$ cat src/rtl/hsps_pkg.sv
package hsps_pkg;

  // syntax steps of the sps header
  localparam logic [5:0] S_NAL     = 6'd0;
  localparam logic [5:0] S_PROFILE = 6'd1;
  localparam logic [5:0] S_CONSTR  = 6'd2;
  localparam logic [5:0] S_LEVEL   = 6'd3;
  localparam logic [5:0] S_SPSID   = 6'd4;
  localparam logic [5:0] S_CHROMA  = 6'd5;
  localparam logic [5:0] S_SEP     = 6'd6;
  localparam logic [5:0] S_DEPL    = 6'd7;
  localparam logic [5:0] S_DEPC    = 6'd8;
  localparam logic [5:0] S_BYPASS  = 6'd9;
  localparam logic [5:0] S_SMP     = 6'd10;
  localparam logic [5:0] S_LFLAG   = 6'd11;
  localparam logic [5:0] S_DELTA   = 6'd12;
  localparam logic [5:0] S_LOG2FN  = 6'd13;
  localparam logic [5:0] S_POCTYPE = 6'd14;
  localparam logic [5:0] S_POCLSB  = 6'd15;
  localparam logic [5:0] S_DZERO   = 6'd16;
  localparam logic [5:0] S_OFFNR   = 6'd17;
  localparam logic [5:0] S_OFFTB   = 6'd18;
  localparam logic [5:0] S_NCYC    = 6'd19;
  localparam logic [5:0] S_CYCOFF  = 6'd20;
  localparam logic [5:0] S_MAXREF  = 6'd21;
  localparam logic [5:0] S_GAPS    = 6'd22;
  localparam logic [5:0] S_WIDTH   = 6'd23;
  localparam logic [5:0] S_HEIGHT  = 6'd24;
  localparam logic [5:0] S_FMO     = 6'd25;
  localparam logic [5:0] S_MBAFF   = 6'd26;
  localparam logic [5:0] S_D8X8    = 6'd27;
  localparam logic [5:0] S_CROPF   = 6'd28;
  localparam logic [5:0] S_CROP0   = 6'd29;
  localparam logic [5:0] S_CROP1   = 6'd30;
  localparam logic [5:0] S_CROP2   = 6'd31;
  localparam logic [5:0] S_CROP3   = 6'd32;
  localparam logic [5:0] S_VUI     = 6'd33;
  localparam logic [5:0] S_DONE    = 6'd34;

  // bit reader modes
  localparam logic [1:0] RD_FIXED  = 2'd0;
  localparam logic [1:0] RD_PREFIX = 2'd1;
  localparam logic [1:0] RD_SUFFIX = 2'd2;

  // status codes
  localparam logic [2:0] ST_OK        = 3'd0;
  localparam logic [2:0] ST_NOT_SPS   = 3'd1;
  localparam logic [2:0] ST_BAD_PROF  = 3'd2;
  localparam logic [2:0] ST_BAD_LEVEL = 3'd3;
  localparam logic [2:0] ST_BAD_ID    = 3'd4;
  localparam logic [2:0] ST_TRUNC     = 3'd5;
  localparam logic [2:0] ST_CODE_ERR  = 3'd6;

  localparam int          QUEUE_DEPTH = 4;
  localparam logic [12:0] MAX_DIM     = 13'd4096;

  typedef struct packed {
    logic [7:0] data_byte;
    logic       last_byte;
  } hsps_item_t;

  typedef struct packed {
    logic [12:0] frame_width;
    logic [12:0] frame_height;
    logic [7:0]  profile;
    logic [7:0]  level;
    logic [1:0]  chroma_format;
    logic [2:0]  status;
  } hsps_result_t;

  // fixed-length fields; zero means an exp-golomb code
  function automatic logic [4:0] fixed_bits(input logic [5:0] s);
    logic [4:0] n;
    n = 5'd0;
    unique case (s) inside
      S_NAL, S_PROFILE, S_CONSTR, S_LEVEL: n = 5'd8;
      S_SEP, S_BYPASS, S_SMP, S_LFLAG, S_DZERO, S_GAPS, S_FMO, S_MBAFF,
      S_D8X8, S_CROPF, S_VUI: n = 5'd1;
      default: n = 5'd0;
    endcase
    return n;
  endfunction

  function automatic logic is_high(input logic [7:0] p);
    return p == 8'd100 || p == 8'd110 || p == 8'd122 || p == 8'd244;
  endfunction

  function automatic logic level_ok(input logic [7:0] v);
    logic ok;
    ok = 1'b0;
    unique case (v) inside
      8'd9, 8'd10, 8'd11, 8'd12, 8'd13, 8'd20, 8'd21, 8'd22,
      8'd30, 8'd31, 8'd32, 8'd40, 8'd41, 8'd42, 8'd50, 8'd51: ok = 1'b1;
      default: ok = 1'b0;
    endcase
    return ok;
  endfunction

endpackage

$ cat src/rtl/hsps_queue.sv
module hsps_queue (
  input  logic              clk,
  input  logic              rst_n,
  input  logic              push,
  input  hsps_pkg::hsps_item_t push_item,
  output logic              not_full,
  input  logic              pop,
  output logic              not_empty,
  output hsps_pkg::hsps_item_t head_item
);
  import hsps_pkg::*;

  localparam int AW = $clog2(QUEUE_DEPTH);

  hsps_item_t     mem_r [QUEUE_DEPTH];
  logic [AW-1:0]  wptr_r, rptr_r;
  logic [AW:0]    count_r;

  assign not_full  = count_r != (AW+1)'(QUEUE_DEPTH);
  assign not_empty = count_r != '0;
  assign head_item = mem_r[rptr_r];

  // storage
  always_ff @(posedge clk) begin
    if (push) begin
      mem_r[wptr_r] <= push_item;
    end
  end

  // pointers and fill count
  always_ff @(posedge clk) begin
    if (!rst_n) begin
      wptr_r  <= '0;
      rptr_r  <= '0;
      count_r <= '0;
    end else begin
      if (push) wptr_r <= wptr_r + 1'b1;
      if (pop) rptr_r <= rptr_r + 1'b1;
      if (push && !pop) count_r <= count_r + 1'b1;
      else if (!push && pop) count_r <= count_r - 1'b1;
    end
  end

endmodule

$ cat src/rtl/hsps_bit_engine.sv
module hsps_bit_engine #(
  parameter int MAX_PIC_MBS   = 256,
  parameter int MAX_SPS_COUNT = 32
) (
  input  logic                   clk,
  input  logic                   rst_n,
  input  logic                   item_valid,
  input  hsps_pkg::hsps_item_t   item,
  input  logic                   hold,
  output logic                   byte_done,
  output logic                   res_valid,
  output hsps_pkg::hsps_result_t res
);
  import hsps_pkg::*;

  logic [5:0]  step_r, step_n;
  logic [1:0]  mode_r, mode_n;
  logic [4:0]  cnt_r, cnt_n;
  logic [3:0]  zrun_r, zrun_n;
  logic [15:0] acc_r, acc_n;
  logic [7:0]  fcnt_r, fcnt_n;
  logic [3:0]  lidx_r, lidx_n;
  logic [6:0]  cidx_r, cidx_n;
  logic [7:0]  lscale_r, lscale_n;
  logic [15:0] wmbs_r, wmbs_n;
  logic [15:0] hunits_r, hunits_n;
  logic [15:0] crop_r [4];
  logic [15:0] crop_n [4];
  logic        fsep_r, fsep_n, ffmo_r, ffmo_n, fcrop_r, fcrop_n;
  logic        sent_r, sent_n;
  logic [7:0]  prof_r, prof_n, level_r, level_n;
  logic [1:0]  chroma_r, chroma_n;
  logic [2:0]  bidx_r, bidx_n;

  logic        run;
  logic        b;
  logic        fd;
  logic [15:0] v;
  logic        go;
  logic [5:0]  go_step;
  logic        emit;
  logic [2:0]  emit_st;
  logic [12:0] emit_w, emit_h;
  logic [7:0]  emit_prof, emit_level;
  logic [3:0]  lnext;
  logic [3:0]  lcount;
  logic [7:0]  delta, nscale;
  logic [6:0]  cnext;
  logic [16:0] hmbs;
  logic [20:0] wpix, hpix, sumx, sumy, cw, ch, wr, hr;
  logic        one_x;
  logic [1:0]  sh_y;
  logic [4:0]  fb;

  assign run = item_valid && !hold;
  assign b   = item.data_byte[~bidx_r];

  // crop arithmetic for the end of the header
  always_comb begin
    hmbs = ffmo_r ? {1'b0, hunits_r} : {hunits_r, 1'b0};
    wpix = {1'b0, wmbs_r, 4'b0};
    hpix = {hmbs, 4'b0};
    sumx = 21'(crop_r[0]) + 21'(crop_r[1]);
    sumy = 21'(crop_r[2]) + 21'(crop_r[3]);
    if (chroma_r == 2'd0 || fsep_r) begin
      one_x = 1'b1;
      sh_y  = ffmo_r ? 2'd0 : 2'd1;
    end else begin
      one_x = chroma_r == 2'd3;
      sh_y  = 2'(chroma_r == 2'd1) + (ffmo_r ? 2'd0 : 2'd1);
    end
    cw = fcrop_r ? (one_x ? sumx : {sumx[19:0], 1'b0}) : '0;
    ch = fcrop_r ? (sumy << sh_y) : '0;
    wr = wpix - cw;
    hr = hpix - ch;
  end

  // one bit of the header per cycle while an item is valid and not held
  always_comb begin
    step_n = step_r; mode_n = mode_r; cnt_n = cnt_r; zrun_n = zrun_r;
    acc_n = acc_r; fcnt_n = fcnt_r; lidx_n = lidx_r; cidx_n = cidx_r;
    lscale_n = lscale_r; wmbs_n = wmbs_r; hunits_n = hunits_r;
    for (int i = 0; i < 4; i++) crop_n[i] = crop_r[i];
    fsep_n = fsep_r; ffmo_n = ffmo_r; fcrop_n = fcrop_r; sent_n = sent_r;
    prof_n = prof_r; level_n = level_r; chroma_n = chroma_r; bidx_n = bidx_r;
    fd = 1'b0; v = '0; go = 1'b0; go_step = step_r;
    emit = 1'b0; emit_st = ST_OK; emit_w = '0; emit_h = '0;
    emit_prof = prof_r; emit_level = level_r;
    lcount = (chroma_r == 2'd3) ? 4'd12 : 4'd8;
    lnext = lidx_r + 1'b1;
    delta = '0; nscale = '0; cnext = '0;
    fb = '0;
    byte_done = 1'b0;

    if (run) begin
      // bit reader
      if (!sent_r) begin
        unique case (mode_r)
          RD_FIXED: begin
            acc_n = {acc_r[14:0], b};
            cnt_n = cnt_r - 1'b1;
            if (cnt_n == '0) begin fd = 1'b1; v = acc_n; end
          end
          RD_PREFIX: begin
            if (!b) begin
              if (zrun_r == 4'd15) begin emit = 1'b1; emit_st = ST_CODE_ERR; end
              else zrun_n = zrun_r + 1'b1;
            end else begin
              acc_n = 16'd1;
              if (zrun_r == '0) fd = 1'b1;
              else begin mode_n = RD_SUFFIX; cnt_n = {1'b0, zrun_r}; end
            end
          end
          default: begin
            acc_n = {acc_r[14:0], b};
            cnt_n = cnt_r - 1'b1;
            if (cnt_n == '0) begin fd = 1'b1; v = acc_n - 1'b1; end
          end
        endcase
      end

      // syntax decoder
      if (fd) begin
        unique case (step_r)
          S_NAL: begin
            if (v[4:0] != 5'd7) begin emit = 1'b1; emit_st = ST_NOT_SPS; end
            else begin go = 1'b1; go_step = S_PROFILE; end
          end
          S_PROFILE: begin
            prof_n = v[7:0];
            if (!(is_high(v[7:0]) || v[7:0] == 8'd66 || v[7:0] == 8'd77 ||
                  v[7:0] == 8'd88)) begin
              emit = 1'b1; emit_st = ST_BAD_PROF;
            end else begin go = 1'b1; go_step = S_CONSTR; end
          end
          S_CONSTR: begin go = 1'b1; go_step = S_LEVEL; end
          S_LEVEL: begin
            level_n = v[7:0];
            if (!level_ok(v[7:0])) begin emit = 1'b1; emit_st = ST_BAD_LEVEL; end
            else begin go = 1'b1; go_step = S_SPSID; end
          end
          S_SPSID: begin
            if (17'(v) > 17'(MAX_SPS_COUNT - 1)) begin
              emit = 1'b1; emit_st = ST_BAD_ID;
            end else begin
              go = 1'b1; go_step = is_high(prof_r) ? S_CHROMA : S_LOG2FN;
            end
          end
          S_CHROMA: begin
            if (v > 16'd3) begin emit = 1'b1; emit_st = ST_CODE_ERR; end
            else begin
              chroma_n = v[1:0];
              go = 1'b1; go_step = (v[1:0] == 2'd3) ? S_SEP : S_DEPL;
            end
          end
          S_SEP: begin
            if (v[0]) fsep_n = 1'b1;
            go = 1'b1; go_step = S_DEPL;
          end
          S_DEPL:   begin go = 1'b1; go_step = S_DEPC; end
          S_DEPC:   begin go = 1'b1; go_step = S_BYPASS; end
          S_BYPASS: begin go = 1'b1; go_step = S_SMP; end
          S_SMP: begin
            lidx_n = '0;
            go = 1'b1; go_step = v[0] ? S_LFLAG : S_LOG2FN;
          end
          S_LFLAG: begin
            go = 1'b1;
            if (!v[0]) begin
              lidx_n = lnext;
              go_step = (lnext < lcount) ? S_LFLAG : S_LOG2FN;
            end else begin
              cidx_n = '0; lscale_n = 8'd8; go_step = S_DELTA;
            end
          end
          S_DELTA: begin
            delta  = v[0] ? (v[8:1] + 8'd1) : (8'd0 - v[8:1]);
            nscale = lscale_r + delta;
            if (nscale != '0) lscale_n = nscale;
            cnext  = cidx_r + 1'b1;
            cidx_n = cnext;
            go = 1'b1;
            if (nscale == '0 || cnext >= ((lidx_r < 4'd6) ? 7'd16 : 7'd64)) begin
              lidx_n = lnext;
              go_step = (lnext < lcount) ? S_LFLAG : S_LOG2FN;
            end else go_step = S_DELTA;
          end
          S_LOG2FN: begin go = 1'b1; go_step = S_POCTYPE; end
          S_POCTYPE: begin
            go = 1'b1;
            go_step = (v == '0) ? S_POCLSB : ((v == 16'd1) ? S_DZERO : S_MAXREF);
          end
          S_POCLSB: begin go = 1'b1; go_step = S_MAXREF; end
          S_DZERO:  begin go = 1'b1; go_step = S_OFFNR; end
          S_OFFNR:  begin go = 1'b1; go_step = S_OFFTB; end
          S_OFFTB:  begin go = 1'b1; go_step = S_NCYC; end
          S_NCYC: begin
            if (v > 16'd255) begin emit = 1'b1; emit_st = ST_CODE_ERR; end
            else begin
              fcnt_n = v[7:0];
              go = 1'b1; go_step = (v[7:0] != '0) ? S_CYCOFF : S_MAXREF;
            end
          end
          S_CYCOFF: begin
            fcnt_n = fcnt_r - 1'b1;
            go = 1'b1; go_step = (fcnt_n != '0) ? S_CYCOFF : S_MAXREF;
          end
          S_MAXREF: begin go = 1'b1; go_step = S_GAPS; end
          S_GAPS:   begin go = 1'b1; go_step = S_WIDTH; end
          S_WIDTH:  begin wmbs_n = v + 1'b1; go = 1'b1; go_step = S_HEIGHT; end
          S_HEIGHT: begin hunits_n = v + 1'b1; go = 1'b1; go_step = S_FMO; end
          S_FMO: begin
            go = 1'b1;
            if (v[0]) begin ffmo_n = 1'b1; go_step = S_D8X8; end
            else go_step = S_MBAFF;
          end
          S_MBAFF: begin go = 1'b1; go_step = S_D8X8; end
          S_D8X8:  begin go = 1'b1; go_step = S_CROPF; end
          S_CROPF: begin
            go = 1'b1;
            if (v[0]) begin fcrop_n = 1'b1; go_step = S_CROP0; end
            else go_step = S_VUI;
          end
          S_CROP0: begin crop_n[0] = v; go = 1'b1; go_step = S_CROP1; end
          S_CROP1: begin crop_n[1] = v; go = 1'b1; go_step = S_CROP2; end
          S_CROP2: begin crop_n[2] = v; go = 1'b1; go_step = S_CROP3; end
          S_CROP3: begin crop_n[3] = v; go = 1'b1; go_step = S_VUI; end
          S_VUI: begin
            emit = 1'b1;
            if (17'(wmbs_r) > 17'(MAX_PIC_MBS) || hmbs > 17'(MAX_PIC_MBS) ||
                cw >= wpix || ch >= hpix || wr > 21'(MAX_DIM) || hr > 21'(MAX_DIM)) begin
              emit_st = ST_CODE_ERR;
            end else begin
              emit_st = ST_OK; emit_w = wr[12:0]; emit_h = hr[12:0];
            end
          end
          default: ;
        endcase
      end

      // profile and level as read before any restart
      emit_prof  = prof_n;
      emit_level = level_n;

      // start of the next field
      if (go) begin
        fb = fixed_bits(go_step);
        step_n = go_step; acc_n = '0; zrun_n = '0; cnt_n = fb;
        mode_n = (fb != '0) ? RD_FIXED : RD_PREFIX;
      end
      if (emit) begin
        sent_n = 1'b1; step_n = S_DONE;
      end

      // end of byte, truncation and restart
      bidx_n = bidx_r + 1'b1;
      if (bidx_r == 3'd7 || sent_r || emit) begin
        byte_done = 1'b1;
        bidx_n = '0;
        if (item.last_byte && !sent_r && !emit) begin
          emit = 1'b1; emit_st = ST_TRUNC; emit_w = '0; emit_h = '0;
        end
        if (item.last_byte) begin
          step_n = S_NAL; mode_n = RD_FIXED; cnt_n = 5'd8; zrun_n = '0; acc_n = '0;
          fcnt_n = '0; lidx_n = '0; cidx_n = '0; lscale_n = 8'd8;
          wmbs_n = '0; hunits_n = '0;
          for (int i = 0; i < 4; i++) crop_n[i] = '0;
          fsep_n = 1'b0; ffmo_n = 1'b0; fcrop_n = 1'b0; sent_n = 1'b0;
          prof_n = '0; level_n = '0; chroma_n = 2'd1;
        end
      end
    end
  end

  assign res_valid         = emit;
  assign res.frame_width   = emit_w;
  assign res.frame_height  = emit_h;
  assign res.profile       = emit_prof;
  assign res.level         = emit_level;
  assign res.chroma_format = chroma_r;
  assign res.status        = emit_st;

  // parser state
  always_ff @(posedge clk) begin
    if (!rst_n) begin
      step_r <= S_NAL; mode_r <= RD_FIXED; cnt_r <= 5'd8; zrun_r <= '0; acc_r <= '0;
      fcnt_r <= '0; lidx_r <= '0; cidx_r <= '0; lscale_r <= 8'd8;
      wmbs_r <= '0; hunits_r <= '0;
      for (int i = 0; i < 4; i++) crop_r[i] <= '0;
      fsep_r <= 1'b0; ffmo_r <= 1'b0; fcrop_r <= 1'b0; sent_r <= 1'b0;
      prof_r <= '0; level_r <= '0; chroma_r <= 2'd1; bidx_r <= '0;
    end else begin
      step_r <= step_n; mode_r <= mode_n; cnt_r <= cnt_n; zrun_r <= zrun_n;
      acc_r <= acc_n; fcnt_r <= fcnt_n; lidx_r <= lidx_n; cidx_r <= cidx_n;
      lscale_r <= lscale_n; wmbs_r <= wmbs_n; hunits_r <= hunits_n;
      for (int i = 0; i < 4; i++) crop_r[i] <= crop_n[i];
      fsep_r <= fsep_n; ffmo_r <= ffmo_n; fcrop_r <= fcrop_n; sent_r <= sent_n;
      prof_r <= prof_n; level_r <= level_n; chroma_r <= chroma_n; bidx_r <= bidx_n;
    end
  end

  // checks
  a_emit_once: assert property (@(posedge clk) disable iff (!rst_n)
    res_valid |-> !sent_r)
    else $error("second result for one nal unit");
  a_emit_run: assert property (@(posedge clk) disable iff (!rst_n)
    res_valid |-> (item_valid && !hold && byte_done == (res_valid || bidx_r == 3'd7)))
    else $error("result outside an active cycle or byte not closed");
  a_sent_done: assert property (@(posedge clk) disable iff (!rst_n)
    sent_r |-> step_r == S_DONE)
    else $error("sent flag without done step");

endmodule

$ cat src/rtl/h264_sps_header_parser_unit.sv
// bit engine: one bit a cycle while a byte waits and the output is not held; the rest
//   of a byte is skipped after the result is out; the result shows in the cycle after
//   the deciding bit. The serial bit reader sets the byte rate; a 4-entry byte queue
//   keeps accepting until full while a result waits on the output
// reset: synchronous active-low rst_n clears the queue, output valid and parser state
module h264_sps_header_parser_unit #(
  parameter int MAX_PIC_MBS   = 256,
  parameter int MAX_SPS_COUNT = 32
) (
  input  logic        clk,
  input  logic        rst_n,
  input  logic        in_valid,
  output logic        in_ready,
  input  logic [7:0]  in_data_byte,
  input  logic        in_last_byte,
  output logic        out_valid,
  input  logic        out_ready,
  output logic [12:0] out_frame_width,
  output logic [12:0] out_frame_height,
  output logic [7:0]  out_profile,
  output logic [7:0]  out_level,
  output logic [1:0]  out_chroma_format,
  output logic [2:0]  out_status
);
  import hsps_pkg::*;

  hsps_item_t   push_item, head_item;
  logic         head_valid, byte_done, res_valid, hold;
  hsps_result_t res, out_r;
  logic         out_valid_r;

  assign push_item.data_byte = in_data_byte;
  assign push_item.last_byte = in_last_byte;

  // front: byte queue
  hsps_queue u_queue (
    .clk       (clk),
    .rst_n     (rst_n),
    .push      (in_valid && in_ready),
    .push_item (push_item),
    .not_full  (in_ready),
    .pop       (byte_done),
    .not_empty (head_valid),
    .head_item (head_item)
  );

  assign hold = out_valid_r && !out_ready;

  // back: bit-serial parser
  hsps_bit_engine #(
    .MAX_PIC_MBS   (MAX_PIC_MBS),
    .MAX_SPS_COUNT (MAX_SPS_COUNT)
  ) u_engine (
    .clk        (clk),
    .rst_n      (rst_n),
    .item_valid (head_valid),
    .item       (head_item),
    .hold       (hold),
    .byte_done  (byte_done),
    .res_valid  (res_valid),
    .res        (res)
  );

  // output register
  always_ff @(posedge clk) begin
    if (!rst_n) begin
      out_valid_r <= 1'b0;
    end else if (res_valid) begin
      out_valid_r <= 1'b1;
    end else if (out_ready) begin
      out_valid_r <= 1'b0;
    end
  end

  always_ff @(posedge clk) begin
    if (res_valid) out_r <= res;
  end

  assign out_valid         = out_valid_r;
  assign out_frame_width   = out_r.frame_width;
  assign out_frame_height  = out_r.frame_height;
  assign out_profile       = out_r.profile;
  assign out_level         = out_r.level;
  assign out_chroma_format = out_r.chroma_format;
  assign out_status        = out_r.status;

endmodule

$ cat config.mk
export PLATFORM = sky130hd
export DESIGN_NAME = h264_sps_header_parser_unit
export DESIGN_NICKNAME = d
export VERILOG_FILES = /design/src/rtl/hsps_pkg.sv /design/src/rtl/hsps_queue.sv /design/src/rtl/hsps_bit_engine.sv /design/src/rtl/h264_sps_header_parser_unit.sv
export SDC_FILE = /design/constraint.sdc
export NUM_CORES = 1
export LEC_CHECK = 0
export BUFFER_PORTS_ARGS = -buffer_cell sky130_fd_sc_hd__buf_4
export CORE_MARGIN = 2
export CORE_UTILIZATION = 57
export CTS_CLUSTER_DIAMETER = 150
export DETAILED_ROUTE_END_ITERATION = 6
export GPL_TIMING_DRIVEN = 0
export PLACE_DENSITY = 0.77
export REMOVE_ABC_BUFFERS = 1
export SLEW_MARGIN = 0
export SYNTH_ARGS = -nofsm -noshare
export SYNTH_HDL_FRONTEND = slang
export SYNTH_SLANG_ARGS = --single-unit
export TNS_END_PERCENT = 10
$ cat constraint.sdc
create_clock -name clk -period 6.5 [get_ports clk]
set_input_delay 1.3 -clock clk [delete_from_list [all_inputs] [get_ports clk]]
set_output_delay 1.3 -clock clk [all_outputs]
set_load 0.1 [all_outputs]
# After elaboration in Yosys (flattened, before gate mapping)
# Memories as Yosys holds them, arrays and structs flattened. A register that Yosys moved wholly into a read port is not among the register bits.
# Cells that the tools add are included.
word_totals:
  ff_bits: 172
  latch_bits: 0
  ram_bits: 100
  romBits: 0
  input_bits: 13
  memories: 2
mem_list:
  columns: ["memory", "depth", "word_bits", "rd", "rd_clocked_by_memory_dff", "write_ports", "line", "text"]
  rows:
  - ["u_engine.crop_r", 4, 16, 4, 0, 4, "hsps_bit_engine.sv:27", "logic [15:0] crop_r [4];"]
  - ["u_queue.mem_r", 4, 9, 1, 1, 1, "hsps_queue.sv:15", "hsps_item_t mem_r [QUEUE_DEPTH];"]
op_classes:
  n_addsub: 20
  multipliers: 0
  n_div: 0
  n_lt_le_gt_ge: 13
  eq_ne: 83
  n_shift: 1
  mux: 221
  bitwise_logic: 5
  reduce_logical: 50
op_table:
  columns: ["operator", "count"]
  rows:
  - ["2-to-1 mux 16 bit", 26]
  - ["2-to-1 mux 64 bit", 4]
  - ["case mux 6 bit (33 select lines)", 1]
  - ["2-to-1 mux 8 bit", 20]
  - ["equality test 6 x 5 -> 1 bit, second input constant", 22]
  - ["2-to-1 mux 13 bit", 10]
  - ["2-to-1 mux 6 bit", 16]
  - ["equality test 8 x 7 -> 1 bit, second input constant", 9]
  - ["2-to-1 mux 1 bit", 67]
  - ["equality test 6 x 4 -> 1 bit, second input constant", 11]
  - ["2-to-1 mux 21 bit", 3]
  - ["2-to-1 mux 3 bit", 21]
  - ["2-to-1 mux 4 bit", 13]
  - ["equality test 8 x 6 -> 1 bit, second input constant", 6]
  - ["2-to-1 mux 5 bit", 9]
  - ["> comparator 21 x 13 -> 1 bit, second input constant", 2]
  - ["equality test 8 x 4 -> 1 bit, second input constant", 5]
  - ["equality test 8 x 5 -> 1 bit, second input constant", 5]
  - ["2-to-1 mux 7 bit", 5]
  - ["adder 16 x 16 -> 17 bit", 2]
  - ["case mux 16 bit (2 select lines)", 1]
  - ["case mux 8 bit (2 select lines)", 2]
  - ["equality test 6 x 3 -> 1 bit, second input constant", 5]
  - ["2-to-1 mux 2 bit", 15]
  - ["other kinds (64)", 113]

# Logic depth before layout (Yosys ltp)
logic_depth:
  word_depth: 29
  depth_mapped: 33
  mapped_depth_nobuf: 30

# Hierarchy
# From an unflattened synthesis, not the netlist that was laid out.
unflattened:
  cells_unflattened: 2202
  area_unflattened_um2: 18599.1
modules_own_cells:
  columns: ["module", "instances", "cells_per_inst", "area_per_inst_um2", "seq_area_each_um2"]
  rows:
  - ["hsps_bit_engine", 1, 2060, 15393.5, 3603.5]
  - ["hsps_queue", 1, 91, 1746.7, 1261.2]
  - ["h264_sps_header_parser_unit", 1, 51, 1458.9, 1431.4]

# Least setup slack after synthesis
# No wires, ideal clock.
synth_path:
  path_type: "register to register"
  start: "reg with a tool-made name"
  end: "reg out_r (netlist bit out_chroma_format[0]), enable pin"
  setup_time_ns: 0.469
  t_arrival_ns: 6.392
  required_time_ns: 6.031
  setup_slack_ns: -0.361
  path_stages_with_launch: 23
  synth_period_minus_slack_ns: 6.861
  cell_sequence: "dfxtp_1 -> buf_2 -> buf_4 -> mux2i_1 -> a22oi_1 -> nand3_1 -> and3_1 -> nand2_1 -> clkinv_1 -> ha_1 -> o21ai_0 -> nand2_1 -> inv_1 -> ha_1 -> nor2_1 -> nor2_1 -> a211oi_1 -> nor2_1 -> a32oi_1 -> a211o_1 -> a21oi_1 -> a41o_2 -> a21oi_1"
synth_lines:
  columns: ["item", "line", "text"]
  rows:
  - ["end signal: assignment", "h264_sps_header_parser_unit.sv:76", "if (res_valid) out_r <= res;"]
  - ["end: declaration", "h264_sps_header_parser_unit.sv:29", "hsps_result_t res, out_r;"]

==> metrics.cfg <==
[timing]
timing.hold.ws_ns = 0.4655
fin_ws_ns = 0.03578
min_period_over_period_pct = 99.45
worstMarginPinSlew_ns = 1.267
finalSetupTns_ns = 0
slew_headroom_pct = 15.53
finalSetupViolCount = 0
hold_violations = 0
skew_ns = 0.01773
rsz0062_at_grt = yes
fmax_ghz = 0.1547
fin_crit_ns = 6.464
slew_viol_final = 0

[routing]
dr.pass1.iters = 6
finalWirelength_microns = 53770
vias_per_cell = 6.542
drt_iter0_drc = 1793
antenna_left = 0
drc = 0
vias = 17170
avgRoutedWirePerCell_microns = 20.49

[outcome]
outcome = finished clean

[die]
die_h_microns = 181.5
start_util_pct = 57.38
die_width_microns = 181.5
core-area_sq_um = 31310
dieArea_sq_um = 32960
io-pin-count = 62
row_count = 65

[worst_setup_path]
cp-start-kind = register
path_delay_family = compound AO/OA/AOI/OAI gates
slowest_delay_ns = 0.45
critical_path_arrival_ns = 6.88
cpMostUsedCell = a21oi_2
critical_path_class = reg -> reg
required_ns = 6.92
setup.worst_path.end_class = register
critical_path.max_fanout = 7
cp.buffers_inverters = 3
slowest_stage = or3_4

[cells_and_area]
finalInstanceArea_sq_um = 20650
fin_nets = 2310
drive_gt1_share_pct = 15.98
area_growth_pct = 14.93
n_antenna_cell = 0
layout_commonest_cell = nor2_1
final_cell_mix = nor2_1, nand2_1, dfxtp_1

[synth]
seq_area_frac_synth_pct = 35.04
yosys-top-cells-area = dfxtp_1, edfxtp_1, ha_1
synth_cell_types = 98
yosys_warnings = 0
async_flop_share_pct = 0
syn_avg_cell_area_sq_um = 8.314
synth_flop_cell = dfxtp_1
synth_seq_cells = 273
synth-edff-count = 83
synth_top_area_share_pct = 21.17
synth_cells = 2161
yosys.area.top_type = dfxtp_1
syn_area_sq_um = 17970

[grt]
grt_max_degree = 116
antenna_found_initial = 0
overflow = 0
grt_use_total_pct = 31.25
grt_pass1_vias = 15720
grt_pass1_wl_microns = 83790

[clock_tree]
h-tree-depth = 1
root_buffer = clkbuf_16
cts.clk_slew.worst_paths_ns = 0.06
cts_sinks = 273
clockBufferDepth = 3
cts_made_buffers = 30
cts_tree = done
insertion_delay_ns = 0.57

[placement]
port_buffers = 61
gp_congestion = 1.029
placed_area_sq_um = 18540
hpwl_microns = 36430
pre_cts_slack_ns = -2.885

[power_and_ir_drop]
peakVddDrop_v = 0.0006668
leakage_nw = 8.054
power-per-cell-area_nw_per_um2 = 247.6

[min_path]
min_path_type = reg -> reg

[run]
maxCapViolCount = 0

final timing paths:
kind                                        startpoint                     end  slack (ns)  depth (start not counted)
worst max register to register   u_engine.crop_r[3][0]      out_frame_width[1]        0.04                         32
worst min-delay path            u_engine.crop_r[1][14]  u_engine.crop_r[1][14]        0.47                          2
worst max-delay path             u_engine.crop_r[3][0]      out_frame_width[1]        0.04                         32
worst min register to register  u_engine.crop_r[1][14]  u_engine.crop_r[1][14]        0.47                          2
tightest hold or removal path, stage by stage (launching register included):
cell	delay (ns)
dfxtp_1	0.31
nand2_1	0.05
a21oi_1	0.05
report_power, final:
part / switching (mW) / total, mW / internal, mW
sequential: 0.0708 / 1.91 / 1.84
combinational: 1.00 / 1.40 / 0.399
clock: 0.724 / 1.80 / 1.08
total: 1.80 / 5.11 / 3.31
per-layer routing:
layer	global-route usage, %	up-vias	share of wire [%]
met1	40.91	8038	41
li1	-	8050	-
met4	12.16	0	4.7
met3	4.653	187	8.5
met2	52.21	891	46
met5	0	-	0
cells in the mapped netlist, drive strengths merged, types with 7 or more instances:
| master | number |
|---|---|
| o31a | 7 |
| nor2 | 303 |
| and3 | 23 |
| a211oi | 23 |
| a21oi | 148 |
| nand2b | 18 |
| and2 | 18 |
| or3 | 23 |
| dfxtp | 190 |
| nand4 | 19 |
| o211ai | 17 |
| o31ai | 11 |
| mux2 | 20 |
| or4 | 14 |
| a22oi | 96 |
| clkbuf | 81 |
| o21a | 9 |
| or2 | 11 |
| a21o | 30 |
| o21ai | 104 |
| a2bb2oi | 10 |
| nor3b | 8 |
| nor3 | 48 |
| o22ai | 19 |
| inv | 59 |
| nand2 | 221 |
| ha | 95 |
| buf | 39 |
| edfxtp | 83 |
| a32oi | 13 |
| a31oi | 24 |
| xor2 | 30 |
| a22o | 18 |
| nor4 | 25 |
| a2111oi | 7 |
| nand3 | 67 |
| xnor2 | 73 |
| mux2i | 31 |
| o21bai | 21 |
| nor2b | 15 |
cell families after synthesis:
kind of cell / share of synthesized area, %
AOI/OAI and AO/OA: 23.61
xor gates and xnor gates: 5.021
DFF: 35.04
adders and majority gates: 7.061
and+or+nand+nor: 21.85
buffers and inverters: 4.178
muxes: 3.231
flip-flops by register name, indices dropped and copies added (netlist names), 6 cells and up, named ones only:
name	count
out_profile	8
u_engine.step_r	6
u_engine.fcnt_r	8
out_level	8
out_frame_width	13
u_engine.prof_r	8
u_engine.crop_r	64
u_engine.acc_r	15
u_engine.level_r	8
u_engine.cidx_r	7
u_engine.lscale_r	8
out_frame_height	13
u_queue.mem_r	36
u_engine.wmbs_r	16
u_engine.hunits_r	16
metrics by stage:
step | total power [mW] | util (%) | cells
global route | 5.289 | 65.95 | 2624
floorplan | 2.800 | - | 2041
global placement | 3.131 | 58.77 | 2504
finish | 5.113 | 65.95 | 2624
CTS | 5.055 | 64.42 | 2601
detailed placement | 3.184 | 59.22 | 2510
cell type report:
class,count,area (sq um)
clock buffers,42,890.9
clock inverters,14,162.7
fillers,2546,10660
inverters,60,244.0
multi-input cells,1710,11520
flip-flops and latches,273,6312
well taps,402,503.0
repair buffers,123,1013
repair_timing:
action                     4_1_cts  5_1_grt
setup endpoints to repair      264      202
gates resized for setup         72       73
cloned                           2        0
hold buffers                     0        0
pin swaps                       19       49
buffers inserted                33       23
(Power assumes the default switching activity.)
